## src/sv/s2l_pkg.sv

```systemverilog
`timescale 1ns / 1ps
// Shared types, constants and ROM tables for the solar-to-lunar date converter.
// No dependencies; every other file imports this package.
package s2l_pkg;

   localparam int TABLE_YEARS = 12;

   localparam logic [4:0] NO_TERM     = 5'd24;
   localparam logic [4:0] HALF_SPLIT  = 5'd15;
   localparam logic [5:0] LATE_BIAS   = 6'd15;
   localparam logic [4:0] DAYS_LONG   = 5'd30;
   localparam logic [4:0] DAYS_SHORT  = 5'd29;
   localparam logic [3:0] MONTH_LAST  = 4'd11;
   localparam logic [3:0] WALK_LAST   = 4'd12;
   localparam logic [9:0] YEAR_DAYS   = 10'd365;

   typedef struct packed {
      logic [10:0] greg_year;
      logic [3:0]  month_index;
      logic [4:0]  day_in_month;
      logic [8:0]  day_in_year;
   } req_type;

   typedef struct packed {
      logic [3:0] lunar_month;
      logic [4:0] lunar_day;
      logic       is_leap_month;
      logic [4:0] solar_term;
      logic       out_of_range;
   } rsp_type;

   typedef struct packed {
      logic [12:0] month_len;
      logic [3:0]  leap_month;
      logic [5:0]  new_year_day;
   } year_rec_type;

   typedef struct packed {
      logic         go;
      year_rec_type rec;
      logic [9:0]   days;
   } walk_cmd_type;

   typedef struct packed {
      logic       done;
      logic       bad;
      logic [3:0] month;
      logic [4:0] day;
      logic       leap;
   } walk_res_type;

   function automatic year_rec_type year_rec(input logic [3:0] idx);
      logic [23:0] raw;
      begin
         case (idx)
            4'd0:    raw = 24'h56c895;
            4'd1:    raw = 24'h1b4828;
            4'd2:    raw = 24'h3a959c;
            4'd3:    raw = 24'h1c942f;
            4'd4:    raw = 24'h192c24;
            4'd5:    raw = 24'h325d59;
            4'd6:    raw = 24'h32ac2b;
            4'd7:    raw = 24'h156821;
            4'd8:    raw = 24'h2b58d6;
            4'd9:    raw = 24'h2da429;
            4'd10:   raw = 24'h5d4ade;
            4'd11:   raw = 24'h2d4831;
            default: raw = 24'h000000;
         endcase
         return year_rec_type'(raw[22:0]);
      end
   endfunction

   function automatic logic [23:0] term_bits(input logic [3:0] idx);
      begin
         case (idx)
            4'd0:                 return 24'hdbfffc;
            4'd4, 4'd8:           return 24'hc3fffc;
            4'd1, 4'd5, 4'd9:     return 24'h00080d;
            4'd2, 4'd6, 4'd10:    return 24'h429a80;
            4'd3, 4'd7, 4'd11:    return 24'hc2bac4;
            default:              return 24'h000000;
         endcase
      end
   endfunction

   function automatic logic [7:0] term_base(input logic [3:0] mon);
      begin
         case (mon)
            4'd0, 4'd2, 4'd4, 4'd5: return 8'h55;
            4'd1:                   return 8'h33;
            4'd3:                   return 8'h44;
            4'd6, 4'd10:            return 8'h76 | {7'd0, mon == 4'd10};
            4'd7, 4'd8:             return 8'h77;
            4'd9:                   return 8'h88;
            4'd11:                  return 8'h66;
            default:                return 8'h00;
         endcase
      end
   endfunction

endpackage

```

## src/sv/s2l_term.sv

```systemverilog
`timescale 1ns / 1ps
// Solar term lookup: checks whether the given Gregorian day is a term day.
// Depends on s2l_pkg for the term tables.
module s2l_term import s2l_pkg::*; (
   input  logic [3:0] year_idx,
   input  logic [3:0] month_index,
   input  logic [4:0] day_in_month,
   output logic [4:0] solar_term
);

   logic        half;
   logic [7:0]  base;
   logic [23:0] bits;
   logic [4:0]  bit_idx;
   logic        term_bit;
   logic [5:0]  target;

   always_comb begin
      half     = day_in_month > HALF_SPLIT;
      base     = term_base(month_index);
      bits     = term_bits(year_idx);
      // each month owns two bits: early term, then late term
      bit_idx  = {month_index, half};
      term_bit = (month_index > MONTH_LAST) ? 1'b0 : bits[bit_idx];
      target   = {5'd0, term_bit} +
                 (half ? ({2'b00, base[7:4]} + LATE_BIAS) : {2'b00, base[3:0]});
      if (month_index > MONTH_LAST || {1'b0, day_in_month} != target)
         solar_term = NO_TERM;
      else
         solar_term = {month_index, half};
   end

endmodule

```

## src/sv/s2l_walk.sv

```systemverilog
`timescale 1ns / 1ps
// Lunar month walker: one subtract/compare per cycle over the month-length bits,
// then the intercalary month correction. Depends on s2l_pkg.
module s2l_walk import s2l_pkg::*; (
   input  logic         clock,
   input  logic         reset,
   input  walk_cmd_type cmd,
   output walk_res_type res
);

   typedef enum logic [1:0] {W_IDLE, W_RUN, W_FIX} state_type;

   state_type    state_ff;
   year_rec_type rec_ff;
   logic [9:0]   days_ff;
   logic [3:0]   mon_ff;
   logic         done_ff;
   logic         bad_ff;
   logic [3:0]   month_ff;
   logic [4:0]   day_ff;
   logic         leap_ff;

   logic [4:0]   mdays;
   logic         fits;
   logic [9:0]   days_in;
   logic [3:0]   mon_in;
   logic         has_leap;
   logic         leap_hit;
   logic [3:0]   adj_month;

   always_comb begin
      mdays     = rec_ff.month_len[mon_ff] ? DAYS_LONG : DAYS_SHORT;
      fits      = days_ff <= {5'd0, mdays};
      days_in   = days_ff - {5'd0, mdays};
      mon_in    = mon_ff + 4'd1;
      has_leap  = rec_ff.leap_month != 4'd0;
      leap_hit  = has_leap && (rec_ff.leap_month == mon_ff);
      // months from the leap month on count one less
      adj_month = (has_leap && rec_ff.leap_month <= mon_ff) ? mon_ff - 4'd1 : mon_ff;
   end

   always_ff @(posedge clock) begin
      if (reset) begin
         state_ff <= W_IDLE;
         done_ff  <= 1'b0;
      end else begin
         done_ff <= 1'b0;
         case (state_ff)
            W_IDLE: begin
               if (cmd.go) begin
                  rec_ff   <= cmd.rec;
                  days_ff  <= cmd.days;
                  mon_ff   <= 4'd0;
                  state_ff <= W_RUN;
               end
            end
            W_RUN: begin
               if (fits) begin
                  state_ff <= W_FIX;
               end else if (mon_ff == WALK_LAST) begin
                  // ran past the thirteenth month
                  done_ff  <= 1'b1;
                  bad_ff   <= 1'b1;
                  state_ff <= W_IDLE;
               end else begin
                  days_ff <= days_in;
                  mon_ff  <= mon_in;
               end
            end
            W_FIX: begin
               done_ff  <= 1'b1;
               bad_ff   <= adj_month > MONTH_LAST;
               month_ff <= adj_month;
               day_ff   <= days_ff[4:0] - 5'd1;
               leap_ff  <= leap_hit;
               state_ff <= W_IDLE;
            end
            default: state_ff <= W_IDLE;
         endcase
      end
   end

   assign res.done  = done_ff;
   assign res.bad   = bad_ff;
   assign res.month = month_ff;
   assign res.day   = day_ff;
   assign res.leap  = leap_ff;

endmodule

```

## src/sv/solar_to_lunar_date.sv

```systemverilog
`timescale 1ns / 1ps
// Top level of the Gregorian to Chinese lunar date converter.
// Depends on s2l_pkg, s2l_term and s2l_walk.
//
//   channel   ports                   transfer
//   request   start, busy, req_data   start high while busy low
//   response  rsp_strobe, rsp_data    one cycle per transaction, no back-pressure
//
// A transaction with no usable year record is answered from T_LOOK without a month walk.
// Otherwise it goes on to T_WALK, where the month walk skips k = 0..12 months and
// retires one lunar month per cycle through the single subtract/compare unit.
// busy stays high from accept until the response strobe; a new transaction
// may be started in the strobe cycle. Reset clears all control state.
module solar_to_lunar_date import s2l_pkg::*; #(
   parameter int FIRST_YEAR = 2023,
   parameter int NUM_YEARS  = 12
) (
   input  logic    clock,
   input  logic    reset,
   input  logic    start,
   output logic    busy,
   input  req_type req_data,
   output logic    rsp_strobe,
   output rsp_type rsp_data
);

   localparam int YEARS_USED = (NUM_YEARS < TABLE_YEARS) ? NUM_YEARS : TABLE_YEARS;

   typedef enum logic [1:0] {T_IDLE, T_LOOK, T_WALK} state_type;

   state_type    state_ff;
   req_type      req_ff;
   logic [4:0]   term_ff;
   logic         strobe_ff;
   rsp_type      rsp_ff;

   logic [TABLE_YEARS-1:0] prev_leap;
   logic [12:0]  year_diff;
   logic         year_ok;
   logic [3:0]   year_idx;
   logic [3:0]   prev_idx;
   year_rec_type cur_rec;
   year_rec_type prev_rec;
   logic         need_prev;
   logic [9:0]   days_cur;
   logic [9:0]   days_prev;
   logic [4:0]   term_val;
   walk_cmd_type walk_cmd;
   walk_res_type walk_res;

   // leap flag of the Gregorian year before each table year
   for (genvar g = 0; g < TABLE_YEARS; g++) begin : g_leap
      localparam int PY = FIRST_YEAR + g - 1;
      localparam bit IS_LEAP = ((PY % 4 == 0) && (PY % 100 != 0)) || (PY % 400 == 0);
      assign prev_leap[g] = IS_LEAP;
   end

   always_comb begin
      year_diff = {2'b00, req_ff.greg_year} - 13'(FIRST_YEAR);
      year_ok   = !year_diff[12] && (year_diff[11:0] < 12'(YEARS_USED));
      year_idx  = year_diff[3:0];
      prev_idx  = year_idx - 4'd1;
      cur_rec   = year_rec(year_idx);
      prev_rec  = year_rec(prev_idx);
      need_prev = {3'd0, cur_rec.new_year_day} > req_ff.day_in_year;
      days_cur  = {1'b0, req_ff.day_in_year} - {4'd0, cur_rec.new_year_day} + 10'd1;
      days_prev = {1'b0, req_ff.day_in_year} + YEAR_DAYS + {9'd0, prev_leap[year_idx]}
                  - {4'd0, prev_rec.new_year_day} + 10'd1;
   end

   s2l_term u_term (
      .year_idx     (year_idx),
      .month_index  (req_ff.month_index),
      .day_in_month (req_ff.day_in_month),
      .solar_term   (term_val)
   );

   always_comb begin
      walk_cmd.go   = (state_ff == T_LOOK) && year_ok && !(need_prev && year_idx == 4'd0);
      walk_cmd.rec  = need_prev ? prev_rec : cur_rec;
      walk_cmd.days = need_prev ? days_prev : days_cur;
   end

   s2l_walk u_walk (
      .clock (clock),
      .reset (reset),
      .cmd   (walk_cmd),
      .res   (walk_res)
   );

   always_ff @(posedge clock) begin
      if (reset) begin
         state_ff  <= T_IDLE;
         strobe_ff <= 1'b0;
      end else begin
         strobe_ff <= 1'b0;
         case (state_ff)
            T_IDLE: begin
               if (start) begin
                  req_ff   <= req_data;
                  state_ff <= T_LOOK;
               end
            end
            T_LOOK: begin
               term_ff <= term_val;
               if (walk_cmd.go) begin
                  state_ff <= T_WALK;
               end else begin
                  // no usable record: flag and drop the lunar fields
                  strobe_ff            <= 1'b1;
                  rsp_ff.lunar_month   <= 4'd0;
                  rsp_ff.lunar_day     <= 5'd0;
                  rsp_ff.is_leap_month <= 1'b0;
                  rsp_ff.solar_term    <= year_ok ? term_val : NO_TERM;
                  rsp_ff.out_of_range  <= 1'b1;
                  state_ff             <= T_IDLE;
               end
            end
            T_WALK: begin
               if (walk_res.done) begin
                  strobe_ff            <= 1'b1;
                  rsp_ff.lunar_month   <= walk_res.bad ? 4'd0 : walk_res.month;
                  rsp_ff.lunar_day     <= walk_res.bad ? 5'd0 : walk_res.day;
                  rsp_ff.is_leap_month <= walk_res.bad ? 1'b0 : walk_res.leap;
                  rsp_ff.solar_term    <= term_ff;
                  rsp_ff.out_of_range  <= walk_res.bad;
                  state_ff             <= T_IDLE;
               end
            end
            default: state_ff <= T_IDLE;
         endcase
      end
   end

   assign busy       = state_ff != T_IDLE;
   assign rsp_strobe = strobe_ff;
   assign rsp_data   = rsp_ff;

   a_busy_after_start: assert property (@(posedge clock) disable iff (reset)
      start && !busy |=> busy)
      else $error("busy not raised after a started transaction");

   a_single_strobe: assert property (@(posedge clock) disable iff (reset)
      rsp_strobe |=> !rsp_strobe)
      else $error("response strobe held for more than one cycle");

   a_lunar_range: assert property (@(posedge clock) disable iff (reset)
      rsp_strobe && !rsp_data.out_of_range |->
         rsp_data.lunar_month <= MONTH_LAST && rsp_data.lunar_day < DAYS_LONG)
      else $error("lunar date out of range on a valid response");

   a_oor_clears: assert property (@(posedge clock) disable iff (reset)
      rsp_strobe && rsp_data.out_of_range |->
         rsp_data.lunar_month == 4'd0 && rsp_data.lunar_day == 5'd0 &&
         !rsp_data.is_leap_month)
      else $error("lunar fields not cleared on an out-of-range response");

   a_walk_only_when_busy: assert property (@(posedge clock) disable iff (reset)
      walk_res.done |-> state_ff == T_WALK)
      else $error("month walk finished outside a transaction");

endmodule

```

## config.mk

```make
export PLATFORM = sky130hd
export DESIGN_NAME = solar_to_lunar_date
export DESIGN_NICKNAME = d
export VERILOG_FILES = /design/src/sv/s2l_pkg.sv /design/src/sv/s2l_term.sv /design/src/sv/s2l_walk.sv /design/src/sv/solar_to_lunar_date.sv
export SDC_FILE = /design/constraint.sdc
export NUM_CORES = 1
export LEC_CHECK = 0
export ABC_AREA = 1
export BUFFER_PORTS_ARGS = -buffer_cell sky130_fd_sc_hd__buf_2
export CORE_MARGIN = 4
export CORE_UTILIZATION = 66
export CTS_CLUSTER_SIZE = 40
export DETAILED_ROUTE_END_ITERATION = 7
export PLACE_DENSITY = 0.95
export SLEW_MARGIN = 20
export SYNTH_ARGS = -nofsm -noshare
export SYNTH_HDL_FRONTEND = slang
export SYNTH_SLANG_ARGS = --single-unit
export TNS_END_PERCENT = 1
```

## constraint.sdc

```tcl
create_clock -name clock -period 6.2 [get_ports clock]
set_input_delay 0.31 -clock clock [delete_from_list [all_inputs] [get_ports clock]]
set_output_delay 0.31 -clock clock [all_outputs]
set_load 0.01 [all_outputs]
```

==> results.md <==
- Most common cell after layout, fill and taps aside: nand2_1
- Netlist cell types: between 50 and 60
- Ant diodes: 0
- Share of post-route cells with drive strength above 1: 0.128
- Register area share after synthesis: 0.412
- Die width: 111 um
- WL final: about 15000 um
- Startpoint Class: register
- Met3 usage: 0.0289
- Reg clk slew, reported paths: 0.11 ns
- Routability cong.: approximately 0.96
- Fin crit share: 0.797
- F_max: just over 0.2 GHz
- Largest net degree at the start of global routing: 38
- Synth Warn #: 0
- Max Slew Vio Count: 0
- Data arrival, critical path: 5.05 ns
- Final ANT Viol Nets: 0
- Max_cap viols: 0
- Hold_buf cts: 0
- Crit-path max FO: 18
- Clock latency on the worst-skew pair: between 0.3 and 0.4 ns
- First-pass DRT Iterations: 5
- Postcts setup bufs: 0
- Status: complete, no violations
- Max VDD drop: 0.000153 V
- Placeable Area: 10300 um^2
- Final hold vios: 0
- Grt total ovfl: 0
- Worst Slack Setup Final: 1.26 ns
- Hold crit path type: in -> reg
- Most frequent CP cell: nand2_1
- Clock Skews: 0.0136 ns
- RSZ-0062 raised after global routing: false
- Cts repair resizes: 0
- WL per Instance: 14.6 um
- EDFF count, synth: 92
- First-pass GRT wire length: 25100 um
- CP max stage delay: 0.73 ns
- GR met1 Demand/Resource: 0.333
- Initial DRC count: 602
- Sink Count: 98
- Final setup fails: 0
- Routed vias: 5814
- Cell Area, Synth: 6990 um^2
- Num CTS Buffers: 9
- Die height: 111 um
- Critical Path RT: 6.31 ns
- Clk buf depth: 2
- Crit-path leading delay family: adder cells
- Area leader, netlist: edfxtp_1
- Final min period: between 4 and 5 ns
- Post-Syn Nets: 935
- Gr usage total: 0.248
- Global route hottest layer: met2
- Crit-path cells: ha_1 -> inv_1 -> ha_1 -> inv_2 -> nand3_1 -> xor2_4 -> o21ai_0 -> o21ai_0 -> inv_1 -> ha_1 -> inv_1 -> ha_1 -> a21oi_1 -> nand2_1 -> nand4_1 -> nand3_1 -> nand2_1 -> nand2_1 -> nand2_1 -> nand2_1 -> nand2_1 -> o21ai_0
- Synth Register Bits: 98
- Ys flop type: edfxtp_1
- Die area: 12300 um^2
- Static Leak: approximately 3.4 nW
- Met2 usage: 0.416
- Most frequent cells in the layout: nand2_1 (169), inv_1 (122), nor2_1 (92), edfxtp_1 (92), ha_1 (63)
- Pre-CTS WS: 1.40 ns
- Avg Inst Size Synth: 8.36 um^2
- Row count: 37
- CP max stage cell: ha_1
- Worst slew pin tran: 0.756 ns
- Synth top area cells: edfxtp_1 (39%), ha_1 (11%), nand2_1 (9.1%)
- Asr flop ratio synth: 0
- CTS tree: done
- Setup TNS: 0 ns
- Max H-tree Level: 3
- Vias in the first global route: 5413
- I/O pins: 50
- Drt via density: 5.69
- Power Density: 266 nW/um^2
- Initial Util: 0.677
- DR DRC count: 0
- Area growth syn-to-layout: 8.07%
- WP buf/inv: 4
- Post-Synthesis Cells: 837
- Rel. slew slack: 0.494
- Final nets: between 900 and 1000
- Initial antenna violation count: 0
- Yosys top cell area share: 0.395
- Worst Setup Path Type: reg -> reg
- CP Capture Type: register
- Post-DP HPWL: 11500 um
- I/O Buffers: 49
- Clock Tree Root: clkbuf_8
[final timing paths]
kind                                          from                 end  slack [ns]  depth (start not counted)
worst max-delay path                    req_ff[18]   u_walk.days_ff[9]        1.26                         22
worst min-delay path                  req_data[19]          req_ff[19]        0.09                          1
worst max register to register          req_ff[18]   u_walk.days_ff[9]        1.26                         22
worst min register to register  u_walk.state_ff[1]  u_walk.state_ff[1]        0.50                          2
[logic make-up (layout without fill, tap and decap cells)]
family                   Yosys count  count (layout)  share of synthesized area
buffers and inverters            150             198                     0.0864
AO/OA/AOI/OAI                    139             139                      0.115
AND/OR/NAND/NOR                  362             362                      0.235
XOR/XNOR                          22              22                     0.0302
flip-flops                        98              98                      0.412
adder cells (fa/ha/maj)           66              66                      0.121
[worst register-to-register path, delay by kind of cell (launching register included)]
| family | cells | cell delay [ns] |
|---|---|---|
| compound gates | 4 | 0.70 |
| xor+xnor | 1 | 0.40 |
| flops | 1 | 0.56 |
| simple gates | 9 | 0.93 |
| fa+ha+maj | 4 | 1.66 |
| buf+inv | 4 | 0.41 |
[metal layers]
metal / routed length (um) / vias up
li1: - / 2880
met1: 6380 / 2649
met5: 0 / -
met3: 1050 / 30
met4: 318 / 0
met2: 7180 / 255
[area by class of cell]
| cell class | count | area [um^2] |
|---|---|---|
| clock inverter | 4 | 35.0 |
| clock buffer | 12 | 178 |
| fill | 741 | 2770 |
| sequential | 98 | 2880 |
| timing repair buffer | 51 | 260 |
| multi-input combinational | 589 | 3530 |
| tap | 136 | 170 |
| inverter | 131 | 500 |
[state kept, by name, indices dropped and copies added, names as in the netlist, 4 cells and up]
name	cells
term_ff	5
u_walk.mon_ff	4
rsp_data	16
u_walk.rec_ff	17
req_ff	29
u_walk.day_ff	5
u_walk.month_ff	4
u_walk.days_ff	10
[per-stage QoR]
stage                     instances  hold slack (ns)  cell area (um^2)  power, mW  utilization
after global placement         1005            0.479              7330       1.53        0.710
after CTS                      1021           0.0805              7550       2.00        0.731
final                          1021           0.0860              7560       2.01        0.732
after floorplan                 837            0.409              6990       1.39            -
after global routing           1021           0.0854              7560       2.13        0.732
after detailed placement       1005            0.488              7330       1.56        0.710
[cells in the mapped netlist (7+ instances only)]
master	number
edfxtp_1	92
clkbuf_1	7
buf_2	8
nor2_1	93
nand2_1	169
a31oi_1	12
o211ai_1	7
nand3_1	47
nor3_1	9
o21ai_0	59
xor2_1	17
nand4_1	11
ha_1	63
a21oi_1	34
inv_1	122
nand2_2	8
[report_power, final]
group	switching [mW]	internal [mW]	leakage, nW
sequential	0.0220	0.789	0.886
combinational	0.484	0.268	2.39
clock	0.247	0.201	0.110
No activity file was read; power rests on OpenSTA's default activity.
